### config.mk
export PLATFORM = sky130hd
export DESIGN_NAME = top_k_value_selector_core
export DESIGN_NICKNAME = d
export VERILOG_FILES = /design/src/sv/tkvs_pkg.sv /design/src/sv/top_k_value_selector_core.sv /design/src/sv/tkvs_cell.sv
export SDC_FILE = /design/constraint.sdc
export NUM_CORES = 2
export LEC_CHECK = 0
export BUFFER_PORTS_ARGS = -buffer_cell sky130_fd_sc_hd__buf_2
export CORE_ASPECT_RATIO = 1.5
export CORE_MARGIN = 3
export CORE_UTILIZATION = 35
export DETAILED_ROUTE_END_ITERATION = 8
export PLACE_DENSITY = 0.55
export SLEW_MARGIN = 20
export SYNTH_ARGS = -nofsm -noshare
export SYNTH_HDL_FRONTEND = slang
export SYNTH_HIERARCHICAL = 1
export SYNTH_SLANG_ARGS = --single-unit
### constraint.sdc
create_clock -name clock -period 6.3 [get_ports clock]
set_input_delay 1.26 -clock clock [delete_from_list [all_inputs] [get_ports clock]]
set_output_delay 1.26 -clock clock [all_outputs]
set_load 0.02 [all_outputs]
### src/sv/tkvs_pkg.sv
// Package for the top-K value selector: sizes, state encoding, and the
// control struct shared by the controller and the cell chain.
// No dependencies.
package tkvs_pkg;

   localparam int MAX_KEEP   = 16;
   localparam int VALUE_W    = 32;
   localparam int POS_W      = 16;
   localparam int RANK_W     = 4;
   localparam int KEEP_CFG_W = 5;
   localparam int KEEP_RESET = 16;

   // entry count holds 0..MAX_KEEP, rank counter spans the same range
   localparam int CNT_W = $clog2(MAX_KEEP + 1);
   localparam int IDX_W = (MAX_KEEP > 1) ? $clog2(MAX_KEEP) : 1;
   // width able to hold both the config field and MAX_KEEP
   localparam int KW    = (CNT_W > KEEP_CFG_W) ? CNT_W : KEEP_CFG_W;

   localparam logic [POS_W-1:0] POS_MAX = {POS_W{1'b1}};

   typedef enum logic [0:0] {
      ST_COLLECT,
      ST_REPORT
   } tkvs_state_type;

   // per-cycle command broadcast to every cell
   typedef struct packed {
      logic insert;     // a new value is presented for insertion
      logic shift_out;  // chain moves one step toward cell 0 for the report
   } tkvs_cell_ctl_type;

endpackage

### src/sv/top_k_value_selector_core.sv
// Top level of the top-K value selector: controller, config register,
// result register and the chain of tkvs_cell instances.
// Depends on tkvs_pkg and tkvs_cell.
// A request is inserted in the cycle it is accepted. After the last request
//   of a group the state register moves to report; the result register then
//   takes results one per cycle unless rsp_ready stalls. Throughput: one
//   request per cycle while a group is collected, none while it reports.
// Reset: fill count, position counter, report counters, result valid and state cleared, keep_count = 16.
module top_k_value_selector_core
   import tkvs_pkg::*;
(
   input  logic                  clock,
   input  logic                  reset,
   // configuration
   input  logic                  csr_valid,
   output logic                  csr_ready,
   input  logic [KEEP_CFG_W-1:0] csr_keep_count,
   // requests
   input  logic                  req_valid,
   output logic                  req_ready,
   input  logic [VALUE_W-1:0]    req_sample_value,
   input  logic                  req_last_in_group,
   // results
   output logic                  rsp_valid,
   input  logic                  rsp_ready,
   output logic [RANK_W-1:0]     rsp_rank,
   output logic [POS_W-1:0]      rsp_position,
   output logic [VALUE_W-1:0]    rsp_kept_value,
   output logic                  rsp_last_of_run
);

   tkvs_state_type    state_ff, state_in;
   tkvs_cell_ctl_type cell_ctl;

   logic [KEEP_CFG_W-1:0] keep_ff;
   logic [CNT_W-1:0]      fill_ff, fill_in;
   logic [POS_W-1:0]      pcount_ff, pcount_in;
   logic [CNT_W-1:0]      rpt_count_ff, rpt_count_in;
   logic [CNT_W-1:0]      rpt_index_ff, rpt_index_in;

   logic                  rsp_valid_ff, rsp_valid_in;
   logic [RANK_W-1:0]     rsp_rank_ff;
   logic [POS_W-1:0]      rsp_pos_ff;
   logic [VALUE_W-1:0]    rsp_value_ff;
   logic                  rsp_last_ff;

   logic [KW-1:0]         keep_wide;
   logic [CNT_W-1:0]      eff_k;
   logic [CNT_W-1:0]      n_used;
   logic                  req_fire;
   logic                  out_free;
   logic                  room;
   logic                  rpt_last;

   logic [MAX_KEEP-1:0]   greater;
   logic [MAX_KEEP-1:0]   beyond_fill;
   logic [VALUE_W-1:0]    cell_value [MAX_KEEP];
   logic [POS_W-1:0]      cell_pos   [MAX_KEEP];

   // configuration is always taken
   assign csr_ready = 1'b1;

   always_ff @(posedge clock) begin
      if (reset) begin
         keep_ff <= KEEP_CFG_W'(KEEP_RESET);
      end else if (csr_valid) begin
         keep_ff <= csr_keep_count;
      end
   end

   // effective K: zero reads as one, clamp to the chain length
   always_comb begin
      keep_wide = KW'(keep_ff);
      if (keep_wide == '0) begin
         keep_wide = KW'(1);
      end else if (keep_wide > KW'(MAX_KEEP)) begin
         keep_wide = KW'(MAX_KEEP);
      end
      eff_k = CNT_W'(keep_wide);
   end

   // held entries that still count after a lowered K
   assign n_used = (fill_ff > eff_k) ? eff_k : fill_ff;

   always_comb begin
      for (int i = 0; i < MAX_KEEP; i++) begin
         beyond_fill[i] = (CNT_W'(i) >= n_used);
      end
   end

   // new value lands inside the first K cells
   assign room = greater[IDX_W'(eff_k - CNT_W'(1))];

   assign req_fire = req_valid & req_ready;
   assign out_free = ~rsp_valid_ff | rsp_ready;
   assign rpt_last = (rpt_index_ff + CNT_W'(1)) == rpt_count_ff;

   // next state
   always_comb begin
      state_in = state_ff;
      unique case (state_ff)
         ST_COLLECT: begin
            if (req_fire && req_last_in_group) begin
               state_in = ST_REPORT;
            end
         end
         ST_REPORT: begin
            if (out_free && rpt_last) begin
               state_in = ST_COLLECT;
            end
         end
         default: state_in = ST_COLLECT;
      endcase
   end

   // state outputs
   always_comb begin
      req_ready          = 1'b0;
      cell_ctl.insert    = 1'b0;
      cell_ctl.shift_out = 1'b0;
      unique case (state_ff)
         ST_COLLECT: begin
            req_ready       = 1'b1;
            cell_ctl.insert = req_valid;
         end
         ST_REPORT: begin
            cell_ctl.shift_out = out_free;
         end
         default: begin
            req_ready = 1'b0;
         end
      endcase
   end

   // fill count, position counter and report counters
   always_comb begin
      fill_in      = fill_ff;
      pcount_in    = pcount_ff;
      rpt_count_in = rpt_count_ff;
      rpt_index_in = rpt_index_ff;
      if (req_fire) begin
         if (room) begin
            fill_in = (n_used < eff_k) ? n_used + CNT_W'(1) : eff_k;
         end else begin
            fill_in = n_used;
         end
         pcount_in = (pcount_ff == POS_MAX) ? pcount_ff : pcount_ff + POS_W'(1);
         if (req_last_in_group) begin
            rpt_count_in = fill_in;
            rpt_index_in = '0;
            fill_in      = '0;
            pcount_in    = '0;
         end
      end else if (cell_ctl.shift_out) begin
         rpt_index_in = rpt_index_ff + CNT_W'(1);
      end
   end

   always_ff @(posedge clock) begin
      if (reset) begin
         state_ff     <= ST_COLLECT;
         fill_ff      <= '0;
         pcount_ff    <= '0;
         rpt_count_ff <= '0;
         rpt_index_ff <= '0;
      end else begin
         state_ff     <= state_in;
         fill_ff      <= fill_in;
         pcount_ff    <= pcount_in;
         rpt_count_ff <= rpt_count_in;
         rpt_index_ff <= rpt_index_in;
      end
   end

   // result register: loaded from the head cell during the report
   always_comb begin
      rsp_valid_in = rsp_valid_ff;
      if (cell_ctl.shift_out) begin
         rsp_valid_in = 1'b1;
      end else if (rsp_ready) begin
         rsp_valid_in = 1'b0;
      end
   end

   always_ff @(posedge clock) begin
      if (reset) begin
         rsp_valid_ff <= 1'b0;
      end else begin
         rsp_valid_ff <= rsp_valid_in;
      end
   end

   always_ff @(posedge clock) begin
      if (cell_ctl.shift_out) begin
         rsp_rank_ff  <= RANK_W'(rpt_index_ff);
         rsp_pos_ff   <= cell_pos[0];
         rsp_value_ff <= cell_value[0];
         rsp_last_ff  <= rpt_last;
      end
   end

   assign rsp_valid       = rsp_valid_ff;
   assign rsp_rank        = rsp_rank_ff;
   assign rsp_position    = rsp_pos_ff;
   assign rsp_kept_value  = rsp_value_ff;
   assign rsp_last_of_run = rsp_last_ff;

   // sorted chain, cell 0 holds the largest value
   for (genvar g = 0; g < MAX_KEEP; g++) begin : g_cell
      logic               prev_greater;
      logic [VALUE_W-1:0] prev_value, next_value;
      logic [POS_W-1:0]   prev_pos, next_pos;

      if (g == 0) begin : g_head
         assign prev_greater = 1'b0;
         assign prev_value   = '0;
         assign prev_pos     = '0;
      end else begin : g_body
         assign prev_greater = greater[g-1];
         assign prev_value   = cell_value[g-1];
         assign prev_pos     = cell_pos[g-1];
      end

      if (g == MAX_KEEP - 1) begin : g_tail
         assign next_value = '0;
         assign next_pos   = '0;
      end else begin : g_inner
         assign next_value = cell_value[g+1];
         assign next_pos   = cell_pos[g+1];
      end

      tkvs_cell u_cell (
         .clock        (clock),
         .ctl          (cell_ctl),
         .new_value    (req_sample_value),
         .new_pos      (pcount_ff),
         .beyond_fill  (beyond_fill[g]),
         .prev_greater (prev_greater),
         .prev_value   (prev_value),
         .prev_pos     (prev_pos),
         .next_value   (next_value),
         .next_pos     (next_pos),
         .greater      (greater[g]),
         .value        (cell_value[g]),
         .pos          (cell_pos[g])
      );
   end

endmodule

### src/sv/tkvs_cell.sv
// One cell of the sorted chain: holds a value and its position.
// Depends on tkvs_pkg.
module tkvs_cell
   import tkvs_pkg::*;
(
   input  logic                 clock,
   input  tkvs_cell_ctl_type    ctl,
   input  logic [VALUE_W-1:0]   new_value,
   input  logic [POS_W-1:0]     new_pos,
   input  logic                 beyond_fill,   // this cell holds no valid entry
   input  logic                 prev_greater,  // upper neighbor gives way to new value
   input  logic [VALUE_W-1:0]   prev_value,
   input  logic [POS_W-1:0]     prev_pos,
   input  logic [VALUE_W-1:0]   next_value,
   input  logic [POS_W-1:0]     next_pos,
   output logic                 greater,
   output logic [VALUE_W-1:0]   value,
   output logic [POS_W-1:0]     pos
);

   logic [VALUE_W-1:0] value_ff, value_in;
   logic [POS_W-1:0]   pos_ff, pos_in;

   // strictly greater wins, so equal values keep arrival order
   assign greater = beyond_fill | (new_value > value_ff);

   // next entry: report shift, take neighbor's entry, take new value, or hold
   always_comb begin
      value_in = value_ff;
      pos_in   = pos_ff;
      if (ctl.shift_out) begin
         value_in = next_value;
         pos_in   = next_pos;
      end else if (ctl.insert) begin
         if (prev_greater) begin
            value_in = prev_value;
            pos_in   = prev_pos;
         end else if (greater) begin
            value_in = new_value;
            pos_in   = new_pos;
         end
      end
   end

   always_ff @(posedge clock) begin
      value_ff <= value_in;
      pos_ff   <= pos_in;
   end

   assign value = value_ff;
   assign pos   = pos_ff;

endmodule
==> insert_results.sql <==
INSERT INTO impl_metrics (metric_group, metric, value, unit) VALUES
('outcome', 'status', 'completed', ''),
('timing', 'tightestPinTransition', '1.140', 'ns'),
('cells_and_area', 'area_of_all_placed_cells_without_fillers', '63300', 'µm²'),
('floorplan', 'dieWidth', '334.4', 'µm'),
('timing', 'timing_max_transition_violations_final', '0', ''),
('timing', 'worst_clock_skew', '0.02594', 'ns'),
('critical_path', 'critPathKind', 'reg2reg', ''),
('routing', 'drt_wl_total', '152400', 'µm'),
('floorplan', 'pin_count', '99', ''),
('synth', 'synth_flop_cell', 'edfxtp_1', ''),
('cells_and_area', 'final_layout_size_suffix_gt1_frac', '0.08961', ''),
('floorplan', 'rows', '180', ''),
('routing', 'drt.antenna.violating_nets', '0', ''),
('timing', 'final-setup-viol-count', '0', ''),
('synth', 'avgSynthCellArea', '10.15', 'µm²'),
('timing', 'max_freq', '0.1718', 'GHz'),
('timing', 'final.period_utilization', '0.9241', ''),
('grt', 'grt_start_max_net_pins', '224', ''),
('synth', 'synth-seq-area-share', '0.4489', ''),
('floorplan', 'initial_standard_cell_utilization_of_the_core', '0.3526', ''),
('cts', 'cts_buffer_depth', '3', ''),
('placed_design', 'gp_congestion', '0.8334', ''),
('synth', 'netlist_instances', '5578', ''),
('placed_design', 'placed_wire_length_estimate_after_detailed_placement', '113200', 'µm'),
('timing', 'report.final.hold_viol_count', '0', ''),
('pwr', 'design_power_total', '23940', 'µW'),
('critical_path', 'critical_path_buf_inv_count', '2', ''),
('placed_design', 'placement.cell_area', '60420', 'µm²'),
('routing', 'iteration_count_of_the_initial_detailed_routing_pass', '6', ''),
('worst_hold_path', 'hold_class', 'reg2reg', ''),
('cts', 'clock_sink_count', '859', ''),
('run', 'maxCapViolCount', '0', ''),
('cts', 'insertion_delay', '0.70', 'ns'),
('cts', 'hold_bufs_at_cts', '0', ''),
('critical_path', 'critical_path.max_fanout', '19', ''),
('pwr', 'vdd.ir_drop.worst', '0.0002467', 'V'),
('grt', 'globalRoute.totalOverflow', '0', ''),
('routing', 'drcViolationCount', '0', ''),
('cts', 'clk_pin_slew', '0.06', 'ns'),
('routing', 'dr_total_vias', '40670', ''),
('cts', 'cts_tree', 'built', ''),
('cts', 'cts-resized-gates', '0', ''),
('synth', 'synthDistinctLibCells', '64', ''),
('cells_and_area', 'fillerInstances', '15790', ''),
('cts', 'cts.repair_timing.setup_buffer_count', '0', ''),
('floorplan', 'chipHeight', '498.6', 'µm'),
('grt', 'grt_pass1_wl', '236100', 'µm'),
('placed_design', 'io_buffer_count', '97', ''),
('grt', 'vias_in_the_first_global_route', '40450', ''),
('routing', 'wl_per_cell', '19.29', 'µm'),
('critical_path', 'critPathMaxStageDelay', '0.68', 'ns'),
('critical_path', 'worst_setup_end_kind', 'flip-flop', ''),
('routing', 'drt_iter0_drc', '2865', ''),
('cts', 'clock_tree.htree_level_count', '3', ''),
('critical_path', 'timing.critical_path.slowest_stage_cell', 'mux4_2', ''),
('critical_path', 'worst-endpoint-required', '6.86', 'ns'),
('pwr', 'power_density', '378.2', 'nW/µm²'),
('synth', 'synth.cell_area', '56620', 'µm²'),
('grt', 'globalRouteTotalUtil', '0.1791', ''),
('timing', 'unrepaired_setup_endpoints_after_global_routing', 'false', ''),
('cells_and_area', 'fin_nets', '6296', ''),
('floorplan', 'placeableCoreArea', '160600', 'µm²'),
('critical_path', 'timing.critical_path.arrival', '6.38', 'ns'),
('synth', 'synth-edff-count', '821', ''),
('timing', 'slew_headroom', '0.2329', ''),
('pwr', 'total_leakage_power', '0.02887', 'µW'),
('synth', 'postSynthRegisterBits', '859', ''),
('synth', 'synth-async-reset-ratio', '0', ''),
('routing', 'post_drt_via_cell_ratio', '5.147', ''),
('critical_path', 'cell_chain_of_the_critical_path', 'nor2b_1 > inv_1 > ha_1 > nand4_1 > o221a_2 > nor3_1 > a21o_1 > inv_1 > ha_1 > a21oi_1 > a21oi_1 > and3b_1 > a41o_2 > nand2_4 > mux4_1 > mux4_2 > or2_1 > a31oi_1 > nor3_1', ''),
('floorplan', 'die_area', '166700', 'µm²'),
('grt', 'antenna_found_initial', '14', ''),
('cts', 'clock_tree.root_cell', 'clkbuf_16', ''),
('timing', 'period_needed', '5.822', 'ns'),
('cells_and_area', 'area_delta_synth_final', '11.80', '%'),
('critical_path', 'cp_top_family', 'compound AO/OA/AOI/OAI gates', ''),
('synth', 'yosys_warnings', '6', ''),
('cts', 'cts-buffers-inserted', '91', ''),
('critical_path', 'timing.critical_path.from_type', 'flip-flop', ''),
('timing', 'finalHoldWorstSlack', '0.4682', 'ns');
power by group:
| part | internal, µW | switching (µW) | leakage [µW] |
|---|---|---|---|
| Sequential | 8760 | 1270 | 0.00844 |
| Clock | 2990 | 2390 | 0.00142 |
| Combinational | 3500 | 5030 | 0.0190 |
through the flow:
stage | TNS (ns) | utilization | setup slack [ns] | std cells
4_1_cts | 0 | 0.3941 | 0.5380 | 7896
5_1_grt | 0 | 0.3941 | 0.1801 | 7898
2_1_floorplan | -0.05259 | - | -0.001096 | 5674
3_3_place_gp | -0.03211 | 0.3755 | -0.01484 | 7723
6_report | 0 | 0.3942 | 0.4783 | 7901
3_5_place_dp | 0 | 0.3762 | 0.3659 | 7726
layer usage:
metal / track usage / share of wire / up-vias / wire (µm)
met5: 0 / 0.00064 / - / 97
met4: 0.07968 / 0.044 / 16 / 6741
met3: 0.02151 / 0.035 / 235 / 5315
met2: 0.3025 / 0.48 / 715 / 72980
met1: 0.2297 / 0.44 / 19280 / 67250
li1: - / - / 20420 / -
cell type report:
type	count	area, µm²	area share
multi-input combinational	4004	28660	0.4527
sequential	859	25410	0.4015
tap	2093	2619	0.04137
clock buffer	115	2399	0.03789
inverter	532	2004	0.03167
timing repair buffer	238	1724	0.02724
clock inverter	55	469.2	0.007413
antenna	5	12.51	0.0001977
cell usage after synthesis, drive strengths merged (2+ instances only):
master | count | area [µm²]
a41o | 17 | 190.2
nor3 | 6 | 30.03
nor2b | 50 | 432.9
ha | 527 | 6594
clkbuf | 148 | 555.5
dfxtp | 38 | 760.7
xnor2 | 7 | 61.31
a31oi | 20 | 125.1
o41ai | 16 | 140.1
o21a | 5 | 37.54
buf | 131 | 810.8
nand2b | 17 | 106.4
o21ai | 867 | 4339
or2 | 3 | 18.77
nand4 | 135 | 1045
and2 | 3 | 18.77
o211ai | 19 | 222.7
edfxtp | 821 | 24650
inv | 531 | 1993
a22oi | 2 | 15.01
nand2 | 854 | 3206
xor2 | 9 | 78.83
a2111oi | 16 | 160.2
a21oi | 208 | 1041
and3 | 3 | 18.77
and4 | 6 | 52.55
a211oi | 49 | 372.9
mux4 | 5 | 120.1
or3 | 7 | 43.79
nor2 | 118 | 442.9
conb | 2 | 7.510
nor4 | 33 | 306.5
mux2i | 775 | 7757
a21o | 36 | 270.3
and3b | 16 | 140.1
nand3 | 62 | 310.3
a211o | 2 | 17.52
flip-flops by register name, indices dropped and copies added, names as in the netlist:
signal and cells:
g_cell.u_cell/value 512, g_cell.u_cell/pos 256, rsp_kept_value 32, pcount_ff 16
rsp_position 16, fill_ff 5, keep_ff 5, rpt_count_ff 5
rpt_index_ff 5, rsp_rank 4, rsp_last_of_run 1, rsp_valid 1
state_ff 1
cells in the final DEF (no fill, tap or decap), types with 9 or more instances in the layout:
| master | instances |
|---|---|
| nand2_4 | 15 |
| nand3_1 | 62 |
| a41o_2 | 16 |
| nor4_2 | 19 |
| conb_1 | 98 |
| clkbuf_1 | 22 |
| o41ai_2 | 11 |
| dfxtp_1 | 38 |
| nor4_1 | 14 |
| mux2i_1 | 775 |
| nand2_1 | 839 |
| a21o_1 | 36 |
| a211oi_1 | 48 |
| and3b_1 | 16 |
| nand4_2 | 32 |
| xor2_1 | 9 |
| inv_1 | 529 |
| a21oi_1 | 208 |
| edfxtp_1 | 821 |
| clkinv_1 | 18 |
| ha_1 | 527 |
| nor2b_4 | 16 |
| o211ai_2 | 16 |
| nor2_1 | 118 |
| buf_2 | 100 |
| nor2b_1 | 34 |
| a31oi_4 | 16 |
| a2111oi_1 | 16 |
| buf_12 | 15 |
| nand4_1 | 103 |
| clkbuf_16 | 92 |
| o21ai_0 | 865 |
| clkinv_2 | 22 |
| nand2b_1 | 17 |
| buf_4 | 123 |
worst paths after layout:
check	start	end	slack (ns)	cells past startpoint
worst max-delay path	keep_ff[1]$_SDFFE_PP0P_	rpt_count_ff[0]$_SDFFE_PP0P_	0.48	19
worst min-delay path	g_cell[0].u_cell/pos[7]$_DFFE_PP_	rsp_position[7]$_DFFE_PP_	0.47	0
worst max register to register	keep_ff[1]$_SDFFE_PP0P_	rpt_count_ff[0]$_SDFFE_PP0P_	0.48	19
worst min register to register	g_cell[0].u_cell/pos[7]$_DFFE_PP_	rsp_position[7]$_DFFE_PP_	0.47	0
cell families (layout without fill, tap and decap cells):
family                     Yosys count  in the layout  share of synthesized area
and+or+nand+nor                   1316           1316                     0.1094
AOI/OAI and AO/OA                 1267           1267                     0.1241
DFF                                859            859                     0.4489
buffers and inverters              811            940                    0.05940
muxes                              780            780                     0.1391
adders and majority gates          527            527                     0.1165
xor gates and xnor gates            16             16                   0.002475
other                                2            103                  0.0001326
Power figures use the tool's default switching activity.
